## src/sv/mtef_pkg.sv

```systemverilog
`default_nettype none

package mtef_pkg;

  // Character codes that the filter recognizes.
  localparam logic [7:0] CharBslash  = 8'h5C;
  localparam logic [7:0] CharLParen  = 8'h28;
  localparam logic [7:0] CharRParen  = 8'h29;
  localparam logic [7:0] CharSpace   = 8'h20;
  localparam logic [7:0] CharCr      = 8'h0D;
  localparam logic [7:0] CharLf      = 8'h0A;
  localparam logic [7:0] CharZero    = 8'h30;
  localparam logic [7:0] CharNine    = 8'h39;
  localparam logic [7:0] CharUpA     = 8'h41;
  localparam logic [7:0] CharUpF     = 8'h46;
  localparam logic [7:0] CharLowA    = 8'h61;
  localparam logic [7:0] CharLowF    = 8'h66;
  localparam logic [7:0] CharLowZ    = 8'h7A;

  // Letters A-F count from eleven in the escape digit mapping.
  localparam logic [7:0] QuirkyBase  = 8'd11;

  // Most results that one input beat may produce.
  localparam logic [5:0] ResultCap   = 6'd36;

  // Configuration port layout and register indexes.
  localparam int unsigned CfgIdxW    = 2;
  localparam int unsigned CfgDataW   = 8;
  localparam logic [CfgIdxW-1:0] CfgHexEn   = 2'd0;
  localparam logic [CfgIdxW-1:0] CfgRussian = 2'd1;
  localparam logic [CfgIdxW-1:0] CfgDigits  = 2'd2;

  typedef struct packed {
    logic [7:0] in_byte;
    logic       last_in;
  } in_item_t;

  typedef struct packed {
    logic [7:0] out_byte;
    logic       byte_valid;
    logic       end_of_string;
    logic       stage_overflow;
  } out_item_t;

  // Classification of one buffered character.
  typedef struct packed {
    logic       is_blank;
    logic       is_bslash;
    logic       is_lparen;
    logic       is_rparen;
    logic       hex_ok;
    logic [4:0] hex_val;
    logic       forbidden;
  } cls_t;

endpackage

`default_nettype wire

```

## src/sv/mtef_ram.sv

```systemverilog
`default_nettype none

module mtef_ram #(
  parameter int unsigned Width = 8,
  parameter int unsigned Depth = 32
) (
  input  wire logic                     clk_i,
  input  wire logic                     we_i,
  input  wire logic [$clog2(Depth)-1:0] waddr_i,
  input  wire logic [Width-1:0]         wdata_i,
  input  wire logic [$clog2(Depth)-1:0] raddr_i,
  output logic      [Width-1:0]         rdata_o
);

  logic [Width-1:0] mem_q [Depth];

  // One write port and one read port with registered read data.
  always_ff @(posedge clk_i) begin
    if (we_i) begin
      mem_q[waddr_i] <= wdata_i;
    end
    rdata_o <= mem_q[raddr_i];
  end

endmodule

`default_nettype wire

```

## src/sv/mtef_classify.sv

```systemverilog
`default_nettype none

module mtef_classify (
  input  wire logic [7:0]   char_i,
  input  wire logic         russian_i,
  input  wire logic         digits_i,
  output mtef_pkg::cls_t    cls_o
);

  import mtef_pkg::*;

  logic       is_digit;
  logic       is_upper_hex;
  logic       is_lower_hex;
  logic       is_lower;
  logic       bad_digit;
  logic [7:0] up_val;
  logic [7:0] low_val;

  // Range compares shared by several of the classification outputs.
  assign is_digit     = (char_i >= CharZero) && (char_i <= CharNine);
  assign is_upper_hex = (char_i >= CharUpA) && (char_i <= CharUpF);
  assign is_lower_hex = (char_i >= CharLowA) && (char_i <= CharLowF);
  assign is_lower     = (char_i >= CharLowA) && (char_i <= CharLowZ);
  assign bad_digit    = is_digit && !digits_i;

  // Letter digits count from eleven upward.
  assign up_val  = char_i - CharUpA + QuirkyBase;
  assign low_val = char_i - CharLowA + QuirkyBase;

  always_comb begin
    cls_o.is_blank  = (char_i == CharSpace) || (char_i == CharCr) || (char_i == CharLf);
    cls_o.is_bslash = (char_i == CharBslash);
    cls_o.is_lparen = (char_i == CharLParen);
    cls_o.is_rparen = (char_i == CharRParen);
    cls_o.hex_ok    = is_digit || is_upper_hex || is_lower_hex;
    if (is_upper_hex) begin
      cls_o.hex_val = up_val[4:0];
    end else if (is_lower_hex) begin
      cls_o.hex_val = low_val[4:0];
    end else begin
      cls_o.hex_val = char_i[4:0] - CharZero[4:0];
    end
    // Lowercase letters and disallowed digits always reject a stage direction;
    // the strict rule also rejects every byte from 0x61 up.
    cls_o.forbidden = is_lower || bad_digit || (russian_i && (char_i >= CharLowA));
  end

endmodule

`default_nettype wire

```

## src/sv/message_text_escape_filter.sv

```systemverilog
// Message text escape filter.
// Input channel: in_valid_i / in_stall_o carry one character per beat with a
// flag on the last character of a string. Output channel: out_valid_o /
// out_stall_i carry the processed characters; the final result of a string
// has end_of_string set, and a string whose last beat yields nothing ends
// with one bare result whose byte_valid is 0. Configuration writes use
// cfg_valid_i / cfg_ready_o (always ready) and may only be issued while the
// block is idle. Each input beat is held in a circular lookahead memory and
// the pending bytes are rescanned by a sequencer that reads one byte every
// cycle through the shared character classifier. The sequencer reads an
// accepted ordinary character, places its result in the pending slot and
// moves it on to the output register, and takes no new character until it
// is back in idle. A rejected stage candidate holding further '(' bytes is
// rescanned once per '('. Results leave through an output register, so a
// stalled receiver only holds the sequencer when it has a new result to pass.
// Reset clears the configuration to its defaults and empties the buffer.
`default_nettype none

module message_text_escape_filter #(
  parameter int unsigned STAGE_DEPTH = 32
) (
  input  wire logic                              clk_i,
  input  wire logic                              rst_ni,
  input  wire logic                              in_valid_i,
  output logic                                   in_stall_o,
  input  wire mtef_pkg::in_item_t                in_item_i,
  output logic                                   out_valid_o,
  input  wire logic                              out_stall_i,
  output mtef_pkg::out_item_t                    out_item_o,
  input  wire logic                              cfg_valid_i,
  output logic                                   cfg_ready_o,
  input  wire logic [mtef_pkg::CfgIdxW-1:0]      cfg_index_i,
  input  wire logic [mtef_pkg::CfgDataW-1:0]     cfg_data_i
);

  import mtef_pkg::*;

  localparam int unsigned IdxW = $clog2(STAGE_DEPTH);
  localparam int unsigned CntW = $clog2(STAGE_DEPTH + 1);

  localparam logic [3:0] S_IDLE = 4'd0;
  localparam logic [3:0] S_TOP  = 4'd1;
  localparam logic [3:0] S_C0   = 4'd2;
  localparam logic [3:0] S_H1   = 4'd3;
  localparam logic [3:0] S_H2   = 4'd4;
  localparam logic [3:0] S_L1   = 4'd5;
  localparam logic [3:0] S_PS   = 4'd6;
  localparam logic [3:0] S_PD   = 4'd7;
  localparam logic [3:0] S_EMIT = 4'd8;
  localparam logic [3:0] S_FIN  = 4'd9;

  // Offset from the buffer head, wrapped into the circular memory.
  function automatic logic [IdxW-1:0] wrap_add(input logic [IdxW-1:0] base,
                                               input logic [CntW-1:0] off);
    logic [CntW:0] sum;
    sum = {{(CntW + 1 - IdxW){1'b0}}, base} + {1'b0, off};
    if (sum >= (CntW + 1)'(STAGE_DEPTH)) begin
      sum = sum - (CntW + 1)'(STAGE_DEPTH);
    end
    return sum[IdxW-1:0];
  endfunction

  logic [3:0]      state_q, state_d;
  logic [IdxW-1:0] head_q, head_d;
  logic [CntW-1:0] cnt_q, cnt_d;
  logic            end_q, end_d;
  logic            smode_q, smode_d;
  logic [CntW-1:0] j_q, j_d;
  logic [7:0]      b1_q, b1_d;
  logic [4:0]      d1_q, d1_d;
  logic            d1ok_q, d1ok_d;
  logic [7:0]      em_byte_q, em_byte_d;
  logic            em_ovf_q, em_ovf_d;
  logic [5:0]      n_q, n_d;
  logic            pend_valid_q, pend_valid_d;
  logic [7:0]      pend_byte_q, pend_byte_d;
  logic            pend_ovf_q, pend_ovf_d;
  logic            out_valid_q, out_valid_d;
  out_item_t       out_q, out_d;
  logic            hex_en_q, rus_q, dig_q;

  logic            out_free;
  logic            we;
  logic [IdxW-1:0] waddr;
  logic [CntW-1:0] rd_off;
  logic [IdxW-1:0] raddr;
  logic [7:0]      rdata;
  logic            adv_en;
  logic [CntW-1:0] adv_k;
  logic            emit_go;
  logic [7:0]      emit_byte;
  logic            emit_ovf;
  cls_t            cls;

  // Lookahead buffer of undecided characters.
  mtef_ram #(
    .Width (8),
    .Depth (STAGE_DEPTH)
  ) u_buf (
    .clk_i   (clk_i),
    .we_i    (we),
    .waddr_i (waddr),
    .wdata_i (in_item_i.in_byte),
    .raddr_i (raddr),
    .rdata_o (rdata)
  );

  // Shared classifier on the byte just read.
  mtef_classify u_cls (
    .char_i    (rdata),
    .russian_i (rus_q),
    .digits_i  (dig_q),
    .cls_o     (cls)
  );

  assign waddr       = wrap_add(head_q, cnt_q);
  assign raddr       = wrap_add(head_q, rd_off);
  assign out_free    = !out_valid_q || !out_stall_i;
  assign in_stall_o  = (state_q != S_IDLE);
  assign out_valid_o = out_valid_q;
  assign out_item_o  = out_q;
  assign cfg_ready_o = 1'b1;

  // Sequencer: decides one rule at a time from the head of the buffer.
  always_comb begin
    state_d      = state_q;
    head_d       = head_q;
    cnt_d        = cnt_q;
    end_d        = end_q;
    smode_d      = smode_q;
    j_d          = j_q;
    b1_d         = b1_q;
    d1_d         = d1_q;
    d1ok_d       = d1ok_q;
    em_byte_d    = em_byte_q;
    em_ovf_d     = em_ovf_q;
    n_d          = n_q;
    pend_valid_d = pend_valid_q;
    pend_byte_d  = pend_byte_q;
    pend_ovf_d   = pend_ovf_q;
    out_d        = out_q;
    out_valid_d  = out_valid_q;
    we           = 1'b0;
    rd_off       = '0;
    adv_en       = 1'b0;
    adv_k        = '0;
    emit_go      = 1'b0;
    emit_byte    = 8'h00;
    emit_ovf     = 1'b0;

    if (out_valid_q && !out_stall_i) begin
      out_valid_d = 1'b0;
    end

    unique case (state_q)
      S_IDLE: begin
        if (in_valid_i) begin
          if (cnt_q < CntW'(STAGE_DEPTH)) begin
            we    = 1'b1;
            cnt_d = cnt_q + CntW'(1);
          end
          end_d   = in_item_i.last_in;
          n_d     = '0;
          state_d = S_TOP;
        end
      end
      S_TOP: begin
        rd_off = '0;
        if (cnt_q == '0) begin
          state_d = S_FIN;
        end else begin
          state_d = S_C0;
        end
      end
      S_C0: begin
        if (smode_q && cls.is_blank) begin
          // Blanks after a dropped stage direction are swallowed.
          adv_en  = 1'b1;
          adv_k   = CntW'(1);
          state_d = S_TOP;
        end else begin
          smode_d = 1'b0;
          if (cls.is_bslash) begin
            if (hex_en_q && (cnt_q >= CntW'(3))) begin
              rd_off  = CntW'(1);
              state_d = S_H1;
            end else if (hex_en_q && !end_q) begin
              state_d = S_FIN;
            end else if (cnt_q >= CntW'(2)) begin
              rd_off  = CntW'(1);
              state_d = S_L1;
            end else if (!end_q) begin
              state_d = S_FIN;
            end else begin
              emit_go   = 1'b1;
              emit_byte = CharBslash;
              adv_en    = 1'b1;
              adv_k     = CntW'(1);
            end
          end else if (cls.is_lparen) begin
            j_d     = CntW'(1);
            state_d = S_PS;
          end else begin
            emit_go   = 1'b1;
            emit_byte = rdata;
            adv_en    = 1'b1;
            adv_k     = CntW'(1);
          end
        end
      end
      S_H1: begin
        b1_d    = rdata;
        d1_d    = cls.hex_val;
        d1ok_d  = cls.hex_ok;
        rd_off  = CntW'(2);
        state_d = S_H2;
      end
      S_H2: begin
        emit_go = 1'b1;
        adv_en  = 1'b1;
        if (d1ok_q && cls.hex_ok) begin
          emit_byte = {d1_q[3:0], 4'b0000} + {3'b000, cls.hex_val};
          adv_k     = CntW'(3);
        end else begin
          emit_byte = b1_q;
          adv_k     = CntW'(2);
        end
      end
      S_L1: begin
        emit_go   = 1'b1;
        emit_byte = rdata;
        adv_en    = 1'b1;
        adv_k     = CntW'(2);
      end
      S_PS: begin
        if (j_q < cnt_q) begin
          rd_off  = j_q;
          state_d = S_PD;
        end else if (end_q) begin
          emit_go   = 1'b1;
          emit_byte = CharLParen;
          adv_en    = 1'b1;
          adv_k     = CntW'(1);
        end else if (cnt_q >= CntW'(STAGE_DEPTH)) begin
          // Candidate filled the whole buffer: give up on it.
          emit_go   = 1'b1;
          emit_byte = CharLParen;
          emit_ovf  = 1'b1;
          adv_en    = 1'b1;
          adv_k     = CntW'(1);
        end else begin
          state_d = S_FIN;
        end
      end
      S_PD: begin
        if (cls.is_rparen) begin
          adv_en  = 1'b1;
          adv_k   = j_q + CntW'(1);
          smode_d = 1'b1;
          state_d = S_TOP;
        end else if (cls.forbidden) begin
          emit_go   = 1'b1;
          emit_byte = CharLParen;
          adv_en    = 1'b1;
          adv_k     = CntW'(1);
        end else begin
          j_d     = j_q + CntW'(1);
          state_d = S_PS;
        end
      end
      S_EMIT: begin
        // The newest result waits in the pending slot until it is known
        // whether it closes the string.
        if (n_q >= ResultCap) begin
          state_d = S_TOP;
        end else if (!pend_valid_q) begin
          pend_valid_d = 1'b1;
          pend_byte_d  = em_byte_q;
          pend_ovf_d   = em_ovf_q;
          n_d          = n_q + 6'd1;
          state_d      = S_TOP;
        end else if (out_free) begin
          out_valid_d              = 1'b1;
          out_d.out_byte           = pend_byte_q;
          out_d.byte_valid         = 1'b1;
          out_d.end_of_string      = 1'b0;
          out_d.stage_overflow     = pend_ovf_q;
          pend_byte_d              = em_byte_q;
          pend_ovf_d               = em_ovf_q;
          n_d                      = n_q + 6'd1;
          state_d                  = S_TOP;
        end
      end
      S_FIN: begin
        if (pend_valid_q || end_q) begin
          if (out_free) begin
            out_valid_d          = 1'b1;
            out_d.out_byte       = pend_valid_q ? pend_byte_q : 8'h00;
            out_d.byte_valid     = pend_valid_q;
            out_d.end_of_string  = end_q;
            out_d.stage_overflow = pend_valid_q && pend_ovf_q;
            pend_valid_d         = 1'b0;
            if (end_q) begin
              cnt_d   = '0;
              smode_d = 1'b0;
            end
            state_d = S_IDLE;
          end
        end else begin
          state_d = S_IDLE;
        end
      end
      default: begin
        state_d = S_IDLE;
      end
    endcase

    // Consumed bytes leave the head of the circular buffer.
    if (adv_en) begin
      head_d = wrap_add(head_q, adv_k);
      cnt_d  = cnt_q - adv_k;
    end

    if (emit_go) begin
      em_byte_d = emit_byte;
      em_ovf_d  = emit_ovf;
      state_d   = S_EMIT;
    end
  end

  // Control registers.
  always_ff @(posedge clk_i or negedge rst_ni) begin
    if (!rst_ni) begin
      state_q      <= S_IDLE;
      head_q       <= '0;
      cnt_q        <= '0;
      end_q        <= 1'b0;
      smode_q      <= 1'b0;
      j_q          <= '0;
      n_q          <= '0;
      pend_valid_q <= 1'b0;
      out_valid_q  <= 1'b0;
    end else begin
      state_q      <= state_d;
      head_q       <= head_d;
      cnt_q        <= cnt_d;
      end_q        <= end_d;
      smode_q      <= smode_d;
      j_q          <= j_d;
      n_q          <= n_d;
      pend_valid_q <= pend_valid_d;
      out_valid_q  <= out_valid_d;
    end
  end

  // Payload registers.
  always_ff @(posedge clk_i) begin
    b1_q        <= b1_d;
    d1_q        <= d1_d;
    d1ok_q      <= d1ok_d;
    em_byte_q   <= em_byte_d;
    em_ovf_q    <= em_ovf_d;
    pend_byte_q <= pend_byte_d;
    pend_ovf_q  <= pend_ovf_d;
    out_q       <= out_d;
  end

  // Configuration registers; an unknown index is ignored.
  always_ff @(posedge clk_i or negedge rst_ni) begin
    if (!rst_ni) begin
      hex_en_q <= 1'b1;
      rus_q    <= 1'b0;
      dig_q    <= 1'b0;
    end else if (cfg_valid_i) begin
      unique case (cfg_index_i)
        CfgHexEn:   hex_en_q <= cfg_data_i[0];
        CfgRussian: rus_q    <= cfg_data_i[0];
        CfgDigits:  dig_q    <= cfg_data_i[0];
        default: begin
        end
      endcase
    end
  end

endmodule

`default_nettype wire
```

## config.mk

```make
export PLATFORM = sky130hd
export DESIGN_NAME = message_text_escape_filter
export DESIGN_NICKNAME = d
export VERILOG_FILES = /design/src/sv/mtef_pkg.sv /design/src/sv/mtef_ram.sv /design/src/sv/mtef_classify.sv /design/src/sv/message_text_escape_filter.sv
export SDC_FILE = /design/constraint.sdc
export NUM_CORES = 1
export LEC_CHECK = 0
export BUFFER_PORTS_ARGS = -buffer_cell sky130_fd_sc_hd__buf_2
export CORE_UTILIZATION = 25
export DETAILED_ROUTE_END_ITERATION = 10
export MAX_ROUTING_LAYER = met4
export PLACE_DENSITY = 0.43
export SYNTH_ARGS = -nofsm -noshare
export SYNTH_HDL_FRONTEND = slang
export SYNTH_SLANG_ARGS = --single-unit
```

## constraint.sdc

```tcl
create_clock -name clk_i -period 4.6 [get_ports clk_i]
set_input_delay 0.92 -clock clk_i [delete_from_list [all_inputs] [get_ports clk_i]]
set_output_delay 0.92 -clock clk_i [all_outputs]
set_load 0.01 [all_outputs]
```

Word-level counts from Yosys, hierarchy flattened
Memory sizes are Yosys's and may differ from the RTL's. A register that Yosys moved wholly into a read port is not among the register bits.
Index checks and enable logic that the tools add are counted.
W data, S select, Z words.
- add/subtract/negate cells: 16
- multiply operators: 0
- div/mod/pow operators: 0
- $lt $le $gt $ge: 16
- equality and inequality tests: 46
- shift-type cells: 0
- muxes and demuxes: 127
- bitwise logic cells: 2
- reductions and logical operators: 47
- operator list (operator ; number):
    $mux W6 ; 24
    $mux W4 ; 20
    $mux W8 ; 7
    $mux W11 ; 5
    $mux W1 ; 49
    $pmux W8 S5 ; 1
    $pmux W4 S9 ; 1
    $pmux W6 S2 ; 3
    $pmux W6 S5 ; 1
    $mux W7 ; 4
    $ne A2 B2 Y1 const B ; 13
    $mux W5 ; 5
    $sub A5 B1 Y5 const B ; 5
    $eq A8 B6 Y1 const B ; 3
    $le A8 B7 Y1 const B ; 3
    $reduce_and A6 Y1 ; 4
    $pmux W11 S2 ; 1
    $add A5 B6 Y7 ; 3
    $ge A7 B6 Y1 const B ; 3
    $ne A3 B3 Y1 const B ; 7
    $add A6 B1 Y6 const B ; 3
    $pmux W6 S3 ; 1
    $eq A4 B3 Y1 const B ; 4
    $eq A8 B4 Y1 const B ; 2
    other kinds (40) ; 82
- register bits: 76
- bits in latches: 0
- memory bits (writable): 256
- bits in read-only memories: 0
- logic and storage cells: 278
- memories kept: 1
- memory list (name ; depth ; bits a word ; read ports ; clocked after Yosys merged registers in ; wr ports ; line ; RTL):
    u_buf.mem_q ; 32 ; 8 ; 1 ; 1 ; 1 ; mtef_ram.sv:15 ; logic [Width-1:0] mem_q [Depth];

Depth between registers and ports, before layout
- depth after elaboration: 11
- depth in mapped cells: 17
- depth with buffers taken out: 17

Modules after synthesis
A second synthesis with hierarchy kept.
- cells, all modules: 898
- area total of the unflattened synthesis: 14935.6 um2
- by module, submodules not included (module ; times used ; cells an instance ; area each (um2) ; sequential area each (um2)):
    mtef_ram ; 1 ; 417 ; 10053.4 ; 7847.5
    message_text_escape_filter ; 1 ; 440 ; 4548.1 ; 2113.3
    mtef_classify ; 1 ; 41 ; 334.1 ; 0.0

Least setup slack after synthesis
OpenSTA, ideal clock, no wires.
- path type: flip-flop to flip-flop
- start: register cnt_q[1]
- end: register u_buf.rdata_o[0] (read register of u_buf.mem_q)
- arrival time: 4.024 ns
- data required time: 4.479 ns
- setup slack: 0.455 ns
- cell stages (with the launch flop): 13
- period minus slack after synthesis: 4.145 ns
- cell sequence: dfrtp_1 -> inv_1 -> ha_1 -> a21oi_1 -> o221ai_1 -> nor2b_1 -> a32o_1 -> ha_1 -> fa_1 -> xnor2_1 -> buf_2 -> mux4_2 -> mux2_2
- cells in the longest elaborated chain, start to end: 10
- RTL lines (item ; line ; RTL):
    from (decl) ; message_text_escape_filter.sv:65 ; logic [CntW-1:0] cnt_q, cnt_d;
    from (signal assigned) ; message_text_escape_filter.sv:346 ; cnt_q <= cnt_d;
    $ge A6 B2 Y1 ; message_text_escape_filter.sv:189 ; end else if (cnt_q >= CntW'(2)) begin
    $mux W1 ; message_text_escape_filter.sv:189 ;
    $mux W1 ; message_text_escape_filter.sv:187 ; end else if (hex_en_q && !end_q) begin
    $mux W1 ; message_text_escape_filter.sv:184 ; if (hex_en_q && (cnt_q >= CntW'(3))) begin
    $mux W1 ; message_text_escape_filter.sv:183 ; if (cls.is_bslash) begin
    $mux W1 ; message_text_escape_filter.sv:176 ; if (smode_q && cls.is_blank) begin
    $pmux W6 S3 (*) ; message_text_escape_filter.sv:155 ; unique case (state_q)
    $add A5 B6 Y7 (*) ; message_text_escape_filter.sv:56 ; sum = {{(CntW + 1 - IdxW){1'b0}}, base} + {1'b0, off};
    $ge A7 B6 Y1 / $sub A5 B1 Y5 (equally long branches) ; message_text_escape_filter.sv:57, message_text_escape_filter.sv:58 ;
    $mux W5 (*) ; message_text_escape_filter.sv:57 ; if (sum >= (CntW + 1)'(STAGE_DEPTH)) begin
    to (decl) ; mtef_ram.sv:12 ; output logic [Width-1:0] rdata_o
Every way passes the cells marked *; elsewhere a longest branch is shown, timed or not.
A chain may end at the register's enable or synchronous reset.

Worst setup path after layout
- start: register cnt_q[5]
- end: register u_buf.rdata_o[6] (read register of u_buf.mem_q)
The elaborated chain is that of the path after synthesis.

==> load_flow_metrics.sql <==
INSERT INTO impl_metrics (metric_group, metric, value, unit) VALUES
('run', 'max_cap_check_violation_count', '0', ''),
('worst_setup_path', 'r2r_slack', '340', 'ps'),
('grt', 'grt_pass1_vias', '8102', ''),
('synth', 'yosys.area.top_type', 'edfxtp_1', ''),
('cts', 'cts_root_buf', 'clkbuf_16', ''),
('timing', 'finalCritPeriodShare', '92.7', '%'),
('timing', 'report.final.slew_viol_count', '0', ''),
('cts', 'post_cts_resized', '0', ''),
('worst_setup_path', 'critPathKind', 'reg2reg', ''),
('cts', 'cts_made_buffers', '39', ''),
('layout', 'design.final.nets', '1019', ''),
('cts', 'clock_tree_from_tritoncts', 'done', ''),
('die', 'start_util', '25.5', '%'),
('layout', 'fraction_of_final_layout_cells_sized_beyond_drive_strength_1', '22.6', '%'),
('synth', 'synth.ff_latch_count', '339', ''),
('pwr', 'pwr_density_cell', '594', 'nW/um^2'),
('pwr', 'p_leak', '5.85', 'nW'),
('worst_setup_path', 'cpMostUsedCell', 'mux4_2', ''),
('synth', 'synthArstFlopShare', '10.0', '%'),
('worst_setup_path', 'critical_path.endpoint_type', 'register', ''),
('timing', 'tightest_slew', '1090', 'ps'),
('worst_setup_path', 'critical_path.cell_chain', 'inv_1 -> ha_1 -> nand4_1 -> o221ai_1 -> nor2b_1 -> a32o_1 -> ha_4 -> fa_2 -> buf_12 -> mux4_2 -> mux4_2 -> mux2_2', ''),
('worst_setup_path', 'critPathArrivalTime', '4680', 'ps'),
('pwr', 'worst_ir_drop_vdd', '0.284', 'mV'),
('grt', 'antenna_found_initial', '0', ''),
('synth', 'synth-compound-area-share', '4.84', '%'),
('worst_setup_path', 'worst_path_max_delay_cell', 'fa_2', ''),
('worst_setup_path', 'crit-reg2reg-capture', 'u_buf.rdata_o[6]$_DFF_P_', ''),
('layout', 'syn_to_final_growth', '16.4', '%'),
('die', 'die-area', '60400', 'um^2'),
('grt', 'grt_max_degree', '54', ''),
('timing', 'timing.final.setup_violations', '0', ''),
('die', 'die_y', '246', 'um'),
('place', 'gp_routability_congestion', '0.820', ''),
('cts', 'cts.sink_count', '339', ''),
('synth', 'area_share_of_fa_ha_maj_cells_after_synthesis', '3.24', '%'),
('die', 'placement_rows', '88', ''),
('worst_setup_path', 'peak_fanout_along_the_critical_path', '53', ''),
('route', 'route.detailed.vias_per_inst', '4.48', ''),
('grt', 'gr-total-overflow', '0', ''),
('synth', 'syn_nets', '958', ''),
('die', 'num_io_pins', '38', ''),
('worst_setup_path', 'crit_path_end', 'u_buf.rdata_o[6]$_DFF_P_', ''),
('worst_setup_path', 'worst_stage_delay_on_the_critical_path', '570', 'ps'),
('synth', 'xor_and_xnor_area_share_after_synthesis', '1.53', '%'),
('synth', 'post_synth_instance_area', '14800', 'um^2'),
('synth', 'combinational_family_with_the_most_area_after_synthesis', 'multiplexers', ''),
('cts', 'cts_htree_levels', '2', ''),
('cts', 'clkLatencyLatePin', '570', 'ps'),
('grt', 'grt_first_pass_wirelength', '50600', 'um'),
('route', 'ant_nets', '0', ''),
('timing', 'rsz_0062_raised_after_global_routing', 'false', ''),
('cts', 'cts-root-to-sink-buffers', '3', ''),
('route', 'wl_per_cell', '18.6', 'um'),
('cts', 'cts_setup_buffers', '0', ''),
('timing', 'maxSlewHeadroom', '26.9', '%'),
('route', 'detail_route.iter0.violations', '510', ''),
('min_path', 'hold_start', 'em_byte_q[4]$_DFFE_PP_', ''),
('status', 'run_status', 'completed', ''),
('synth', 'postSynth.topFlopCell', 'edfxtp_1', ''),
('timing', 'worst_clock_skew', '31.6', 'ps'),
('place', 'place.port_buffers', '29', ''),
('route', 'detail_route.drc_violations', '0', ''),
('timing', 'min_period', '4260', 'ps'),
('synth', 'synthTopCellsByArea', 'edfxtp_1, mux4_2, dfrtp_1', ''),
('synth', 'ys.warnings.count', '0', ''),
('timing', 'finalSetupTns', '0', 'ps'),
('route', 'route.vias.total', '7844', ''),
('cts', 'holdBufCountCts', '0', ''),
('cts', 'cts.reportedPaths.clkPinSlew', '60', 'ps'),
('pwr', 'totalPowerFinal', '0.0103', 'W');
## metrics by stage
step           instances  util [%]  instance area [um^2]  hold WS, ps  worst slack (ps)
3_5_place_dp        1683      27.5                 16000          406               348
3_3_place_gp        1683      27.5                 16000          401               339
2_1_floorplan        898         -                 14800          400               455
4_1_cts             1752      29.7                 17300          419               287
5_1_grt             1752      29.7                 17300          426              88.7
6_report            1752      29.7                 17300          420               336
## registers in the layout (all words and copies together), names as in the netlist, 3 cells and up
name / flops
state_q: 4
b1_q: 8
d1_q: 3
out_item_o: 11
u_buf.rdata_o: 8
pend_byte_q: 8
em_byte_q: 8
j_q: 6
head_q: 5
n_q: 6
cnt_q: 6
u_buf.mem_q: 256
## cell usage after synthesis, types with 5 or more instances
library cell and count:
mux2i_1 6, nor2_1 74, buf_6 5, a21oi_1 32, dfxtp_1 8, ha_1 32
clkbuf_1 12, xnor2_1 12, nand4_1 5, nor2b_1 19, dfrtp_1 33, inv_1 22
a21o_1 9, nand2_1 48, nand3_1 20, mux4_2 80, o21ai_0 29, nand2b_1 12
and2_1 9, edfxtp_1 297, mux2_2 11, nor3_1 6, xor2_1 12, o21ai_1 5
nand3b_1 8, buf_2 10, and3_1 6
## power by group
part           internal, W  switching, W  total, W
sequential         0.00370      0.000269   0.00396
clock              0.00180       0.00130   0.00311
combinational      0.00145       0.00175   0.00319
## logic make-up (layout without fill, tap and decap cells)
logic type / count (synthesis) / count (layout)
simple gates: 235 / 235
mux: 98 / 98
other cells: 1 / 1
buf+inv: 51 / 140
flops: 339 / 339
fa+ha+maj: 36 / 36
compound gates: 113 / 113
xor+xnor: 25 / 25
## worst max-delay path: cells and delay by family, from the launching register on
kind,cells,cell delay [ps]
muxes,3,1250
adders and majority gates,3,1090
AOI/OAI and AO/OA,2,610
DFF,1,470
buffers and inverters,2,460
and+or+nand+nor,2,210
## routing by layer
layer | vias up | wire length, um | GRT usage, %
li1 | 3646 | - | -
met1 | 3987 | 15700 | 15.3
met2 | 158 | 15100 | 17.6
met3 | 53 | 1230 | 2.02
met4 | 0 | 656 | 3.05
met5 | - | 0 | -
## how the worst min path moves through the flow
stage,endpoint,cells after the start,slack [ps]
final,pend_byte_q[4]$_DFFE_PP_,0,420
after global routing,pend_byte_q[0]$_DFFE_PP_,0,430
after CTS,pend_ovf_q$_DFFE_PP_,0,420
after detailed placement,pend_ovf_q$_DFFE_PP_,0,410
after global placement,pend_ovf_q$_DFFE_PP_,0,400
after floorplan,pend_byte_q[0]$_DFFE_PP_,0,400
## cells in the final DEF (no fill, tap or decap), types with 20 or more instances in the layout
master and instances:
buf_2 29, a21oi_1 32, nor2_1 74, mux4_2 80, o21ai_0 29, clkbuf_16 40
ha_1 31, edfxtp_1 297, nand3_1 20, dfrtp_1 33, inv_1 22, nand2_1 48
## final cells by class
type                    count  area (um^2)
fillers                  5800        40900
multi-input cells         508         4700
inverters                  22         82.6
clock buffers              47         1040
well taps                 765          957
repair buffers             49          333
flip-flops and latches    339         9930
clock inverters            22          245
Note: power is estimated with default switching activity, not from simulation.
